### src/rtl/fbba_pkg.sv
`timescale 1ns / 1ps

package fbba_pkg;

    // Transform size and derived limits
    localparam int FFT_POINTS = 512;
    localparam int NUM_BANDS  = 32;

    localparam int BIN_W    = 8;
    localparam int MAG_W    = 16;
    localparam int RATE_W   = 18;
    localparam int LEVEL_W  = 16;
    localparam int BAND_W   = 5;
    localparam int SCALED_W = BIN_W + RATE_W;

    // Widest band edge times transform size sets the compare width
    localparam int TOP_HZ   = 20000;
    localparam int THR_W    = $clog2(TOP_HZ * FFT_POINTS + 1);
    localparam int CMP_W    = (THR_W > SCALED_W) ? THR_W : SCALED_W;

    localparam logic [LEVEL_W:0]   LEVEL_ONE   = (LEVEL_W + 1)'(32768);
    localparam logic [RATE_W-1:0]  RATE_RESET  = RATE_W'(44100);
    localparam logic [BAND_W-1:0]  LAST_BAND   = BAND_W'(NUM_BANDS - 1);

    // Upper band edges in hertz, inclusive at the top
    localparam int BAND_TOP_HZ [NUM_BANDS-1] = '{
        43, 86, 129, 172, 215, 258, 301, 344, 388, 431, 474, 517, 560, 603,
        646, 689, 800, 1000, 1250, 1600, 2000, 2500, 3150, 4000, 5000, 6300,
        8000, 10000, 12500, 16000, TOP_HZ
    };

    // Band choice for one bin
    typedef struct packed {
        logic              hit;
        logic [BAND_W-1:0] band;
    } band_sel_t;

endpackage

### src/rtl/fbba_ram.sv
`timescale 1ns / 1ps

module fbba_ram #(
    parameter int WIDTH = 16,
    parameter int DEPTH = 32
) (
    input  logic                     clk,
    input  logic                     we,
    input  logic [$clog2(DEPTH)-1:0] waddr,
    input  logic [WIDTH-1:0]         wdata,
    input  logic                     re,
    input  logic [$clog2(DEPTH)-1:0] raddr,
    output logic [WIDTH-1:0]         rdata
);

    logic [WIDTH-1:0] mem [DEPTH];

    // Write port and registered read port
    always_ff @(posedge clk)
    begin
        if (we)
        begin
            mem[waddr] <= wdata;
        end
        if (re)
        begin
            rdata <= mem[raddr];
        end
    end

endmodule

### src/rtl/fbba_band_map.sv
`timescale 1ns / 1ps

module fbba_band_map
    import fbba_pkg::*;
(
    input  logic [SCALED_W-1:0] scaled,
    input  logic [BIN_W-1:0]    bin,
    output band_sel_t           sel
);

    logic [CMP_W-1:0] scaled_ext;
    logic             above_nyq;

    assign scaled_ext = CMP_W'(scaled);
    assign above_nyq  = ((32'(bin) << 1) >= 32'(FFT_POINTS));

    // Count the band edges the bin lies above; edges rise, so the last one wins
    always_comb
    begin
        sel.band = '0;
        for (int k = 0; k < NUM_BANDS - 1; k++)
        begin
            if (scaled_ext > CMP_W'(BAND_TOP_HZ[k] * FFT_POINTS))
            begin
                sel.band = BAND_W'(k + 1);
            end
        end
        // Drop zero frequency and bins at or above half the sample rate
        sel.hit = (scaled != '0) && !above_nyq;
    end

endmodule

### src/rtl/fft_bin_band_accumulator.sv
`timescale 1ns / 1ps

// Sorts FFT bins into 32 fixed audio bands and accumulates each band's Q1.15
// magnitude, saturating at 1.0. The band levels live in a 32-entry RAM with a
// registered read, so every bin is a read-modify-write of one entry: a bin is
// taken, mapped to its band (product of bin and sample rate against the band
// edges) and written back before the next bin is taken. A bin marked last_bin
// then starts a pass over the RAM to find the peak band, followed by the 32
// band results in order, each read and then loaded once the output register
// is free; each band is cleared as its result is loaded. New bins are taken
// again as soon as the band 31 result sits in the output register. sample_rate
// may be written at any time the block is idle; bins that map to 0 Hz or to
// half the sample rate and above add nothing.
module fft_bin_band_accumulator
    import fbba_pkg::*;
(
    input  logic               clk,
    input  logic               rst_n,
    // Configuration
    input  logic               cfg_valid,
    output logic               cfg_ready,
    input  logic [RATE_W-1:0]  sample_rate,
    // Bin input
    input  logic               in_valid,
    output logic               in_ready,
    input  logic [BIN_W-1:0]   bin_index,
    input  logic [MAG_W-1:0]   magnitude,
    input  logic               last_bin,
    // Band results
    output logic               out_valid,
    input  logic               out_ready,
    output logic [BAND_W-1:0]  band_index,
    output logic [LEVEL_W-1:0] band_level,
    output logic [BAND_W-1:0]  peak_band,
    output logic [LEVEL_W-1:0] peak_level,
    output logic               last_band
);

    localparam logic [2:0] S_IDLE     = 3'd0;
    localparam logic [2:0] S_MAP      = 3'd1;
    localparam logic [2:0] S_UPD      = 3'd2;
    localparam logic [2:0] S_SCAN     = 3'd3;
    localparam logic [2:0] S_SCAN_END = 3'd4;
    localparam logic [2:0] S_EMIT_RD  = 3'd5;
    localparam logic [2:0] S_EMIT_LD  = 3'd6;

    logic [2:0]           state_reg, state_next;
    logic [BAND_W-1:0]    idx_reg, idx_next;
    logic [RATE_W-1:0]    rate_reg;
    logic [SCALED_W-1:0]  scaled_reg;
    logic [BIN_W-1:0]     bin_reg;
    logic [MAG_W-1:0]     mag_reg;
    logic                 last_reg;
    band_sel_t            sel;
    band_sel_t            sel_reg;
    logic [NUM_BANDS-1:0] lvl_vld_reg;
    logic                 rvld_reg;
    logic                 cmp_vld_reg;
    logic [BAND_W-1:0]    cmp_idx_reg;
    logic [BAND_W-1:0]    pk_band_reg;
    logic [LEVEL_W-1:0]   pk_level_reg;
    logic                 out_valid_reg;
    logic [BAND_W-1:0]    out_band_reg;
    logic [LEVEL_W-1:0]   out_level_reg;
    logic [BAND_W-1:0]    out_pk_band_reg;
    logic [LEVEL_W-1:0]   out_pk_level_reg;
    logic                 out_last_reg;

    logic                 in_fire;
    logic                 out_fire;
    logic                 emit_go;
    logic                 ram_we;
    logic                 ram_re;
    logic [BAND_W-1:0]    ram_raddr;
    logic [LEVEL_W-1:0]   ram_rdata;
    logic [LEVEL_W-1:0]   level;
    logic [LEVEL_W:0]     sum;
    logic [LEVEL_W-1:0]   sum_sat;

    assign cfg_ready = 1'b1;
    assign in_ready  = (state_reg == S_IDLE);
    assign in_fire   = in_valid && in_ready;
    assign out_fire  = out_valid_reg && out_ready;
    assign emit_go   = !out_valid_reg || out_ready;

    // Band edge compare on the registered product
    fbba_band_map u_band_map (
        .scaled (scaled_reg),
        .bin    (bin_reg),
        .sel    (sel)
    );

    // Band level store
    fbba_ram #(
        .WIDTH (LEVEL_W),
        .DEPTH (NUM_BANDS)
    ) u_level_ram (
        .clk   (clk),
        .we    (ram_we),
        .waddr (sel_reg.band),
        .wdata (sum_sat),
        .re    (ram_re),
        .raddr (ram_raddr),
        .rdata (ram_rdata)
    );

    // An entry never written since its last clear reads as zero
    assign level   = rvld_reg ? ram_rdata : '0;
    assign sum     = (LEVEL_W + 1)'(level) + (LEVEL_W + 1)'(mag_reg);
    assign sum_sat = (sum > LEVEL_ONE) ? LEVEL_W'(LEVEL_ONE) : sum[LEVEL_W-1:0];
    assign ram_we  = (state_reg == S_UPD) && sel_reg.hit;

    // Select read address by phase
    always_comb
    begin
        ram_re    = 1'b0;
        ram_raddr = idx_reg;
        unique case (state_reg)
            S_MAP:
            begin
                ram_re    = 1'b1;
                ram_raddr = sel.band;
            end
            S_SCAN:
            begin
                ram_re = 1'b1;
            end
            S_EMIT_RD:
            begin
                ram_re = emit_go;
            end
            default:
            begin
                ram_re = 1'b0;
            end
        endcase
    end

    // Sequence one bin, then the frame-end scan and readout
    always_comb
    begin
        state_next = state_reg;
        idx_next   = idx_reg;
        unique case (state_reg)
            S_IDLE:
            begin
                if (in_fire)
                begin
                    state_next = S_MAP;
                end
            end
            S_MAP:
            begin
                state_next = S_UPD;
            end
            S_UPD:
            begin
                idx_next   = '0;
                state_next = last_reg ? S_SCAN : S_IDLE;
            end
            S_SCAN:
            begin
                idx_next = idx_reg + 1'b1;
                if (idx_reg == LAST_BAND)
                begin
                    state_next = S_SCAN_END;
                end
            end
            S_SCAN_END:
            begin
                state_next = S_EMIT_RD;
            end
            S_EMIT_RD:
            begin
                if (emit_go)
                begin
                    state_next = S_EMIT_LD;
                end
            end
            S_EMIT_LD:
            begin
                idx_next   = idx_reg + 1'b1;
                state_next = (idx_reg == LAST_BAND) ? S_IDLE : S_EMIT_RD;
            end
            default:
            begin
                state_next = S_IDLE;
            end
        endcase
    end

    // Control state
    always_ff @(posedge clk or negedge rst_n)
    begin
        if (!rst_n)
        begin
            state_reg     <= S_IDLE;
            idx_reg       <= '0;
            rate_reg      <= RATE_RESET;
            lvl_vld_reg   <= '0;
            cmp_vld_reg   <= 1'b0;
            out_valid_reg <= 1'b0;
            pk_band_reg   <= '0;
            pk_level_reg  <= '0;
        end
        else
        begin
            state_reg   <= state_next;
            idx_reg     <= idx_next;
            cmp_vld_reg <= (state_reg == S_SCAN);

            if (cfg_valid && cfg_ready)
            begin
                rate_reg <= sample_rate;
            end

            // Mark a band as holding data once written, clear it on readout
            if (ram_we)
            begin
                lvl_vld_reg[sel_reg.band] <= 1'b1;
            end
            if (state_reg == S_EMIT_LD)
            begin
                lvl_vld_reg[idx_reg] <= 1'b0;
            end

            // Restart the peak at frame end, keep the first strict maximum
            if ((state_reg == S_UPD) && last_reg)
            begin
                pk_band_reg  <= '0;
                pk_level_reg <= '0;
            end
            else if (cmp_vld_reg && (level > pk_level_reg))
            begin
                pk_band_reg  <= cmp_idx_reg;
                pk_level_reg <= level;
            end

            // Hold a result until its transaction completes
            if (state_reg == S_EMIT_LD)
            begin
                out_valid_reg <= 1'b1;
            end
            else if (out_fire)
            begin
                out_valid_reg <= 1'b0;
            end
        end
    end

    // Datapath registers
    always_ff @(posedge clk)
    begin
        if (in_fire)
        begin
            bin_reg    <= bin_index;
            mag_reg    <= magnitude;
            last_reg   <= last_bin;
            scaled_reg <= SCALED_W'(bin_index) * SCALED_W'(rate_reg);
        end
        if (state_reg == S_MAP)
        begin
            sel_reg <= sel;
        end
        if (ram_re)
        begin
            rvld_reg <= lvl_vld_reg[ram_raddr];
        end
        cmp_idx_reg <= idx_reg;
        if (state_reg == S_EMIT_LD)
        begin
            out_band_reg     <= idx_reg;
            out_level_reg    <= level;
            out_pk_band_reg  <= pk_band_reg;
            out_pk_level_reg <= pk_level_reg;
            out_last_reg     <= (idx_reg == LAST_BAND);
        end
    end

    assign out_valid  = out_valid_reg;
    assign band_index = out_band_reg;
    assign band_level = out_level_reg;
    assign peak_band  = out_pk_band_reg;
    assign peak_level = out_pk_level_reg;
    assign last_band  = out_last_reg;

    // Levels never pass 1.0 and never exceed the frame peak
    a_level_sat: assert property (@(posedge clk) disable iff (!rst_n)
        out_valid |-> ((band_level <= LEVEL_W'(LEVEL_ONE)) && (peak_level >= band_level)))
        else $error("band level above saturation or above peak");

    // The end-of-run flag marks band 31 only
    a_last_band: assert property (@(posedge clk) disable iff (!rst_n)
        out_valid |-> (last_band == (band_index == LAST_BAND)))
        else $error("last_band flag on wrong band");

    // A result is loaded only into a free output register
    a_out_free: assert property (@(posedge clk) disable iff (!rst_n)
        (state_reg == S_EMIT_LD) |-> !out_valid_reg)
        else $error("result loaded over a pending transaction");

    // The band count advances after every readout step
    a_emit_seq: assert property (@(posedge clk) disable iff (!rst_n)
        (state_reg == S_EMIT_LD) |=> (idx_reg == $past(idx_reg) + 1'b1))
        else $error("readout index did not advance");

endmodule
### config.mk
export PLATFORM = sky130hd
export DESIGN_NAME = fft_bin_band_accumulator
export DESIGN_NICKNAME = d
export VERILOG_FILES = /design/src/rtl/fbba_pkg.sv /design/src/rtl/fbba_ram.sv /design/src/rtl/fbba_band_map.sv /design/src/rtl/fft_bin_band_accumulator.sv
export SDC_FILE = /design/constraint.sdc
export NUM_CORES = 1
export LEC_CHECK = 0
export BUFFER_PORTS_ARGS = -buffer_cell sky130_fd_sc_hd__buf_4
export CORE_AREA = 3 3 226 272
export DETAILED_ROUTE_END_ITERATION = 12
export DIE_AREA = 0 0 229 275
export PLACE_DENSITY = 0.74
export SYNTH_ARGS = -nofsm -noshare
export SYNTH_HDL_FRONTEND = slang
export SYNTH_SLANG_ARGS = --single-unit
### constraint.sdc
create_clock -name clk -period 12.1 [get_ports clk]
set_clock_uncertainty 0.15 [all_clocks]
set_input_delay 3.025 -clock clk [delete_from_list [all_inputs] [get_ports clk]]
set_output_delay 3.025 -clock clk [all_outputs]
set_load 0.03 [all_outputs]
==> metrics.md <==
| Metric | Value |
|---|---|
| Post-synthesis area per instance | ~13 sq um |
| Total Wirelength | between 80,000 and 90,000 um |
| Launching element type of the critical path | primary input |
| Data required, critical path | about 12 ns |
| Starting Density | 0.575 |
| Core area | 59,300 sq um |
| Count of input and output buffers | a little over 90 |
| Root buffer selected by CTS | sky130_fd_sc_hd__clkbuf_16 |
| Ratio of cells with drive above 1 in the final layout | 0.138 |
| Count of synthesis-stage warnings from yosys | 0 |
| Nets in the synthesized netlist | between 2,000 and 3,000 |
| Type of the most critical hold path | reg -> reg |
| Outcome | complete, no violations |
| Pins over their slew limit | 0 |
| Worst r2r path cells | 13 |
| Critical path's slowest cell | sky130_fd_sc_hd__fa_1 |
| Average wire length per cell after detail routing | approximately 24 um |
| Share of the clock period used by the worst path after layout | 0.640 |
| Final Total Pwr | just over 0.01 W |
| Overflow left after global routing | 0 |
| Main area contributors after synthesis | sky130_fd_sc_hd__edfxtp_1 (55%), sky130_fd_sc_hd__mux2i_1 (7.1%), sky130_fd_sc_hd__fa_1 (5.7%) |
| Sequential-to-total area share from yosys stat | 0.609 |
| Final setup fails | 0 |
| Final net count | about 2,900 |
| Maximum vdd ir drop | between 0.2 and 0.3 mV |
| Pre-antenna DRT Iters | 6 |
| Largest net degree at the start of global routing | 139 |
| CTS tree | built |
| Chain of cells forming the critical path | buf_4 -> nand2_1 -> fa_1 -> inv_1 -> fa_1 -> fa_1 -> fa_1 -> ha_1 -> or2_2 -> a21oi_1 -> a21oi_1 -> a211oi_1 -> o31ai_1 -> nor4_1 -> o31ai_1 -> o21ai_0 -> nand2b_1 -> a21oi_1 -> xnor2_1 |
| Compound-Gate Fraction of Synth Area | 0.0751 |
| Final critical-path required period | slightly below 8 ns |
| Total power divided by cell area | roughly 270 nW/um^2 |
| Most numerous cell types in the synthesized netlist | sky130_fd_sc_hd__edfxtp_1 (621), sky130_fd_sc_hd__mux2i_1 (243), sky130_fd_sc_hd__nor2_1 (168) |
| Number of buffers on the longest clock path | 3 |
| R2r endpoint | u_level_ram.rdata[5] |
| Synth Register Bits | 707 |
| Dominant cell by count in the synthesized netlist | sky130_fd_sc_hd__edfxtp_1 |
| Post-Place Cell Area | ~36,000 sq um |
| Global-route total usage across every layer | 0.266 |
| Number of flip-flops in the largest register | between 500 and 600 |
| Clock-pin slew reported for the worst setup and hold paths after clock tree synthesis | roughly 0.06 ns |
| Share of the synthesized area in the top cell type | 0.546 |
| Post-synthesis cell area | 34,100 sq um |
| Antenna Nets Post-Route | 0 |
| Worst-case hold path end point | peak_band[2] |
| Dominant combinational cell family by area after synthesis | simple AND/OR/NAND/NOR gates |
| Die area | ~63,000 sq um |
| Unique cell type count in the Yosys netlist | between 80 and 90 |
| Die width | roughly 230 um |
| Number of antenna cells inserted | 0 |
| Cell leakage power | about 15 nW |
| Number of global-route vias before repair | approximately 22,000 |
| Count of cells resized by post-cts repair | 0 |
| Antenna violations before repair | 0 |
| Category of the most critical setup path | in -> reg |
| DRC marker count from the first detailed-route iteration | roughly 2,200 |
| Number of DRC violations after detailed routing | 0 |
| Top-level port count | 94 |
| FFs w/ async S/R, synth | 0.115 |
| Arr. time, crit path | 7.93 ns |
| Multiplexer share of the synthesized area | 0.0934 |
| Xor/xnor cell area share of the yosys netlist | 0.00795 |
| Main synth FF type | sky130_fd_sc_hd__edfxtp_1 |
| Clock network latency to the later pin of the worst-skew pair | roughly 0.61 ns |
| Total of hold buffers inserted after clock tree synthesis | 0 |
| Number of buffers inserted to repair setup after CTS | 0 |
| Hold depth | 0 |
| Highest clock rate | between 0.1 and 0.15 GHz |
| CP Capture Type | flop |
| Reg-to-reg slack, setup | around 5.3 ns |
| Sink count of the clock tree | roughly 710 |
| Critical path fanouts, max | 18 |
| H-tree levels | 3 |
| RSZ-0062 raised after global routing | no |
| Final hold violations | 0 |
| Slew at the pin with the worst max-slew slack | 1.33 ns |
| Vias post-DR | ~22,000 |
| Via-per-instance ratio | approximately 6.2 |
| Largest area contributor in the netlist | sky130_fd_sc_hd__edfxtp_1 |
| Post-Layout Inst Area | about 38,000 sq um |
| Global-route wire length before repair | about 130,000 um |
| Most used cell along the critical path | sky130_fd_sc_hd__fa_1 |
| Adder-Cell Fraction of Synth Area | 0.0879 |
| Post-Syn Instances | ~2,500 |
| Placement row count | 98 |
| Height of the die | around 280 um |
| Worst rel slew slack | 0.116 |
| Total negative slack | 0 ns |
| Delay contributed by the slowest stage of the critical path | 0.55 ns |
| Final weighted congestion in routability-driven placement | between 0.9 and 1 |
| FF-to-FF Start | scaled_reg[11] |
| Area share of and/or/nand/nor cells after synthesis | 0.0957 |
| Hold Crit Start | pk_band_reg[2] |
| Number of max-cap violations | 0 |
| EDFF count, synth | a little over 600 |
| Number of buffers added by the clock tree synthesis step | 70 |
| Post-DP HPWL | between 50,000 and 60,000 um |
| Growth of design area from synthesis to finish | 11.9% |
[power breakdown]
group / leakage (nW) / internal, W / switching, W
clock: 1.14 / 0.00127 / 0.000921
combinational: 6.93 / 0.00150 / 0.00272
sequential: 6.76 / 0.00355 / 0.000232
total: 14.8 / 0.00632 / 0.00387
[logic make-up after synthesis]
| family | Yosys count |
|---|---|
| other | 1 |
| AND/OR/NAND/NOR | 650 |
| adder cells (fa/ha/maj) | 182 |
| multiplexers | 310 |
| flip-flops | 707 |
| AO/OA/AOI/OAI | 386 |
| XOR/XNOR | 31 |
| buffers and inverters | 266 |
[worst max-delay path, delay by kind of cell]
family	cells	cell delay (ns)
compound gates	7	1.30
xor+xnor	1	0.07
fa+ha+maj	5	2.42
simple gates	4	0.85
buf+inv	2	0.26
[how the worst max path moves through the flow]
stage | startpoint | endpoint | slack, ns | depth (start not counted)
floorplan | bin_index[7] | scaled_reg[24] | 3.83 | 19
global placement | bin_index[7] | scaled_reg[24] | 3.87 | 18
detailed placement | bin_index[7] | scaled_reg[25] | 3.79 | 19
CTS | bin_index[7] | scaled_reg[25] | 4.41 | 19
global route | bin_index[7] | scaled_reg[25] | 4.07 | 19
finish | bin_index[7] | scaled_reg[25] | 4.36 | 19
[routing by layer]
layer	up-vias	wire length, um	track usage
li1	9601	-	-
met2	954	41900	0.456
met1	10800	32900	0.342
met3	205	6200	0.0425
met5	-	0	0
met4	0	2990	0.105
[placed cells by master, fill, tap and decap left out, drive strengths merged, types with 22 or more instances in the layout]
| cell | Yosys | layout |
|---|---|---|
| nand2 | 162 | 162 |
| nor4 | 34 | 34 |
| and2 | 99 | 99 |
| edfxtp | 621 | 621 |
| nor3 | 24 | 24 |
| nand4 | 36 | 36 |
| dfrtp | 75 | 75 |
| nor2 | 169 | 169 |
| mux2i | 243 | 243 |
| a21oi | 90 | 90 |
| ha | 83 | 83 |
| clkbuf | 83 | 90 |
| nand3 | 31 | 31 |
| o22a | 32 | 32 |
| o22ai | 78 | 78 |
| xnor2 | 22 | 22 |
| o21ai | 54 | 54 |
| inv | 139 | 141 |
| clkinv | 3 | 29 |
| fa | 97 | 97 |
| mux2 | 67 | 67 |
| buf | 41 | 154 |
[layout make-up]
cell class	instances	area, sq um
tap	800	1000
sequential	707	20800
timing repair buffer	154	1170
inverter	142	533
clock inverter	39	409
fill	4325	21200
clock buffer	90	1940
multi-input combinational	1560	12300
[stage by stage]
stage	std cells	util	hold slack [ns]	setup slack [ns]
finish	3492	0.643	0.308	4.36
CTS	3492	0.643	0.305	4.41
detailed placement	3363	0.604	0.290	3.79
floorplan	2533	-	0.211	3.83
global placement	3363	0.604	0.283	3.87
global route	3492	0.643	0.322	4.07
No activity file was read; power rests on OpenSTA's default activity.
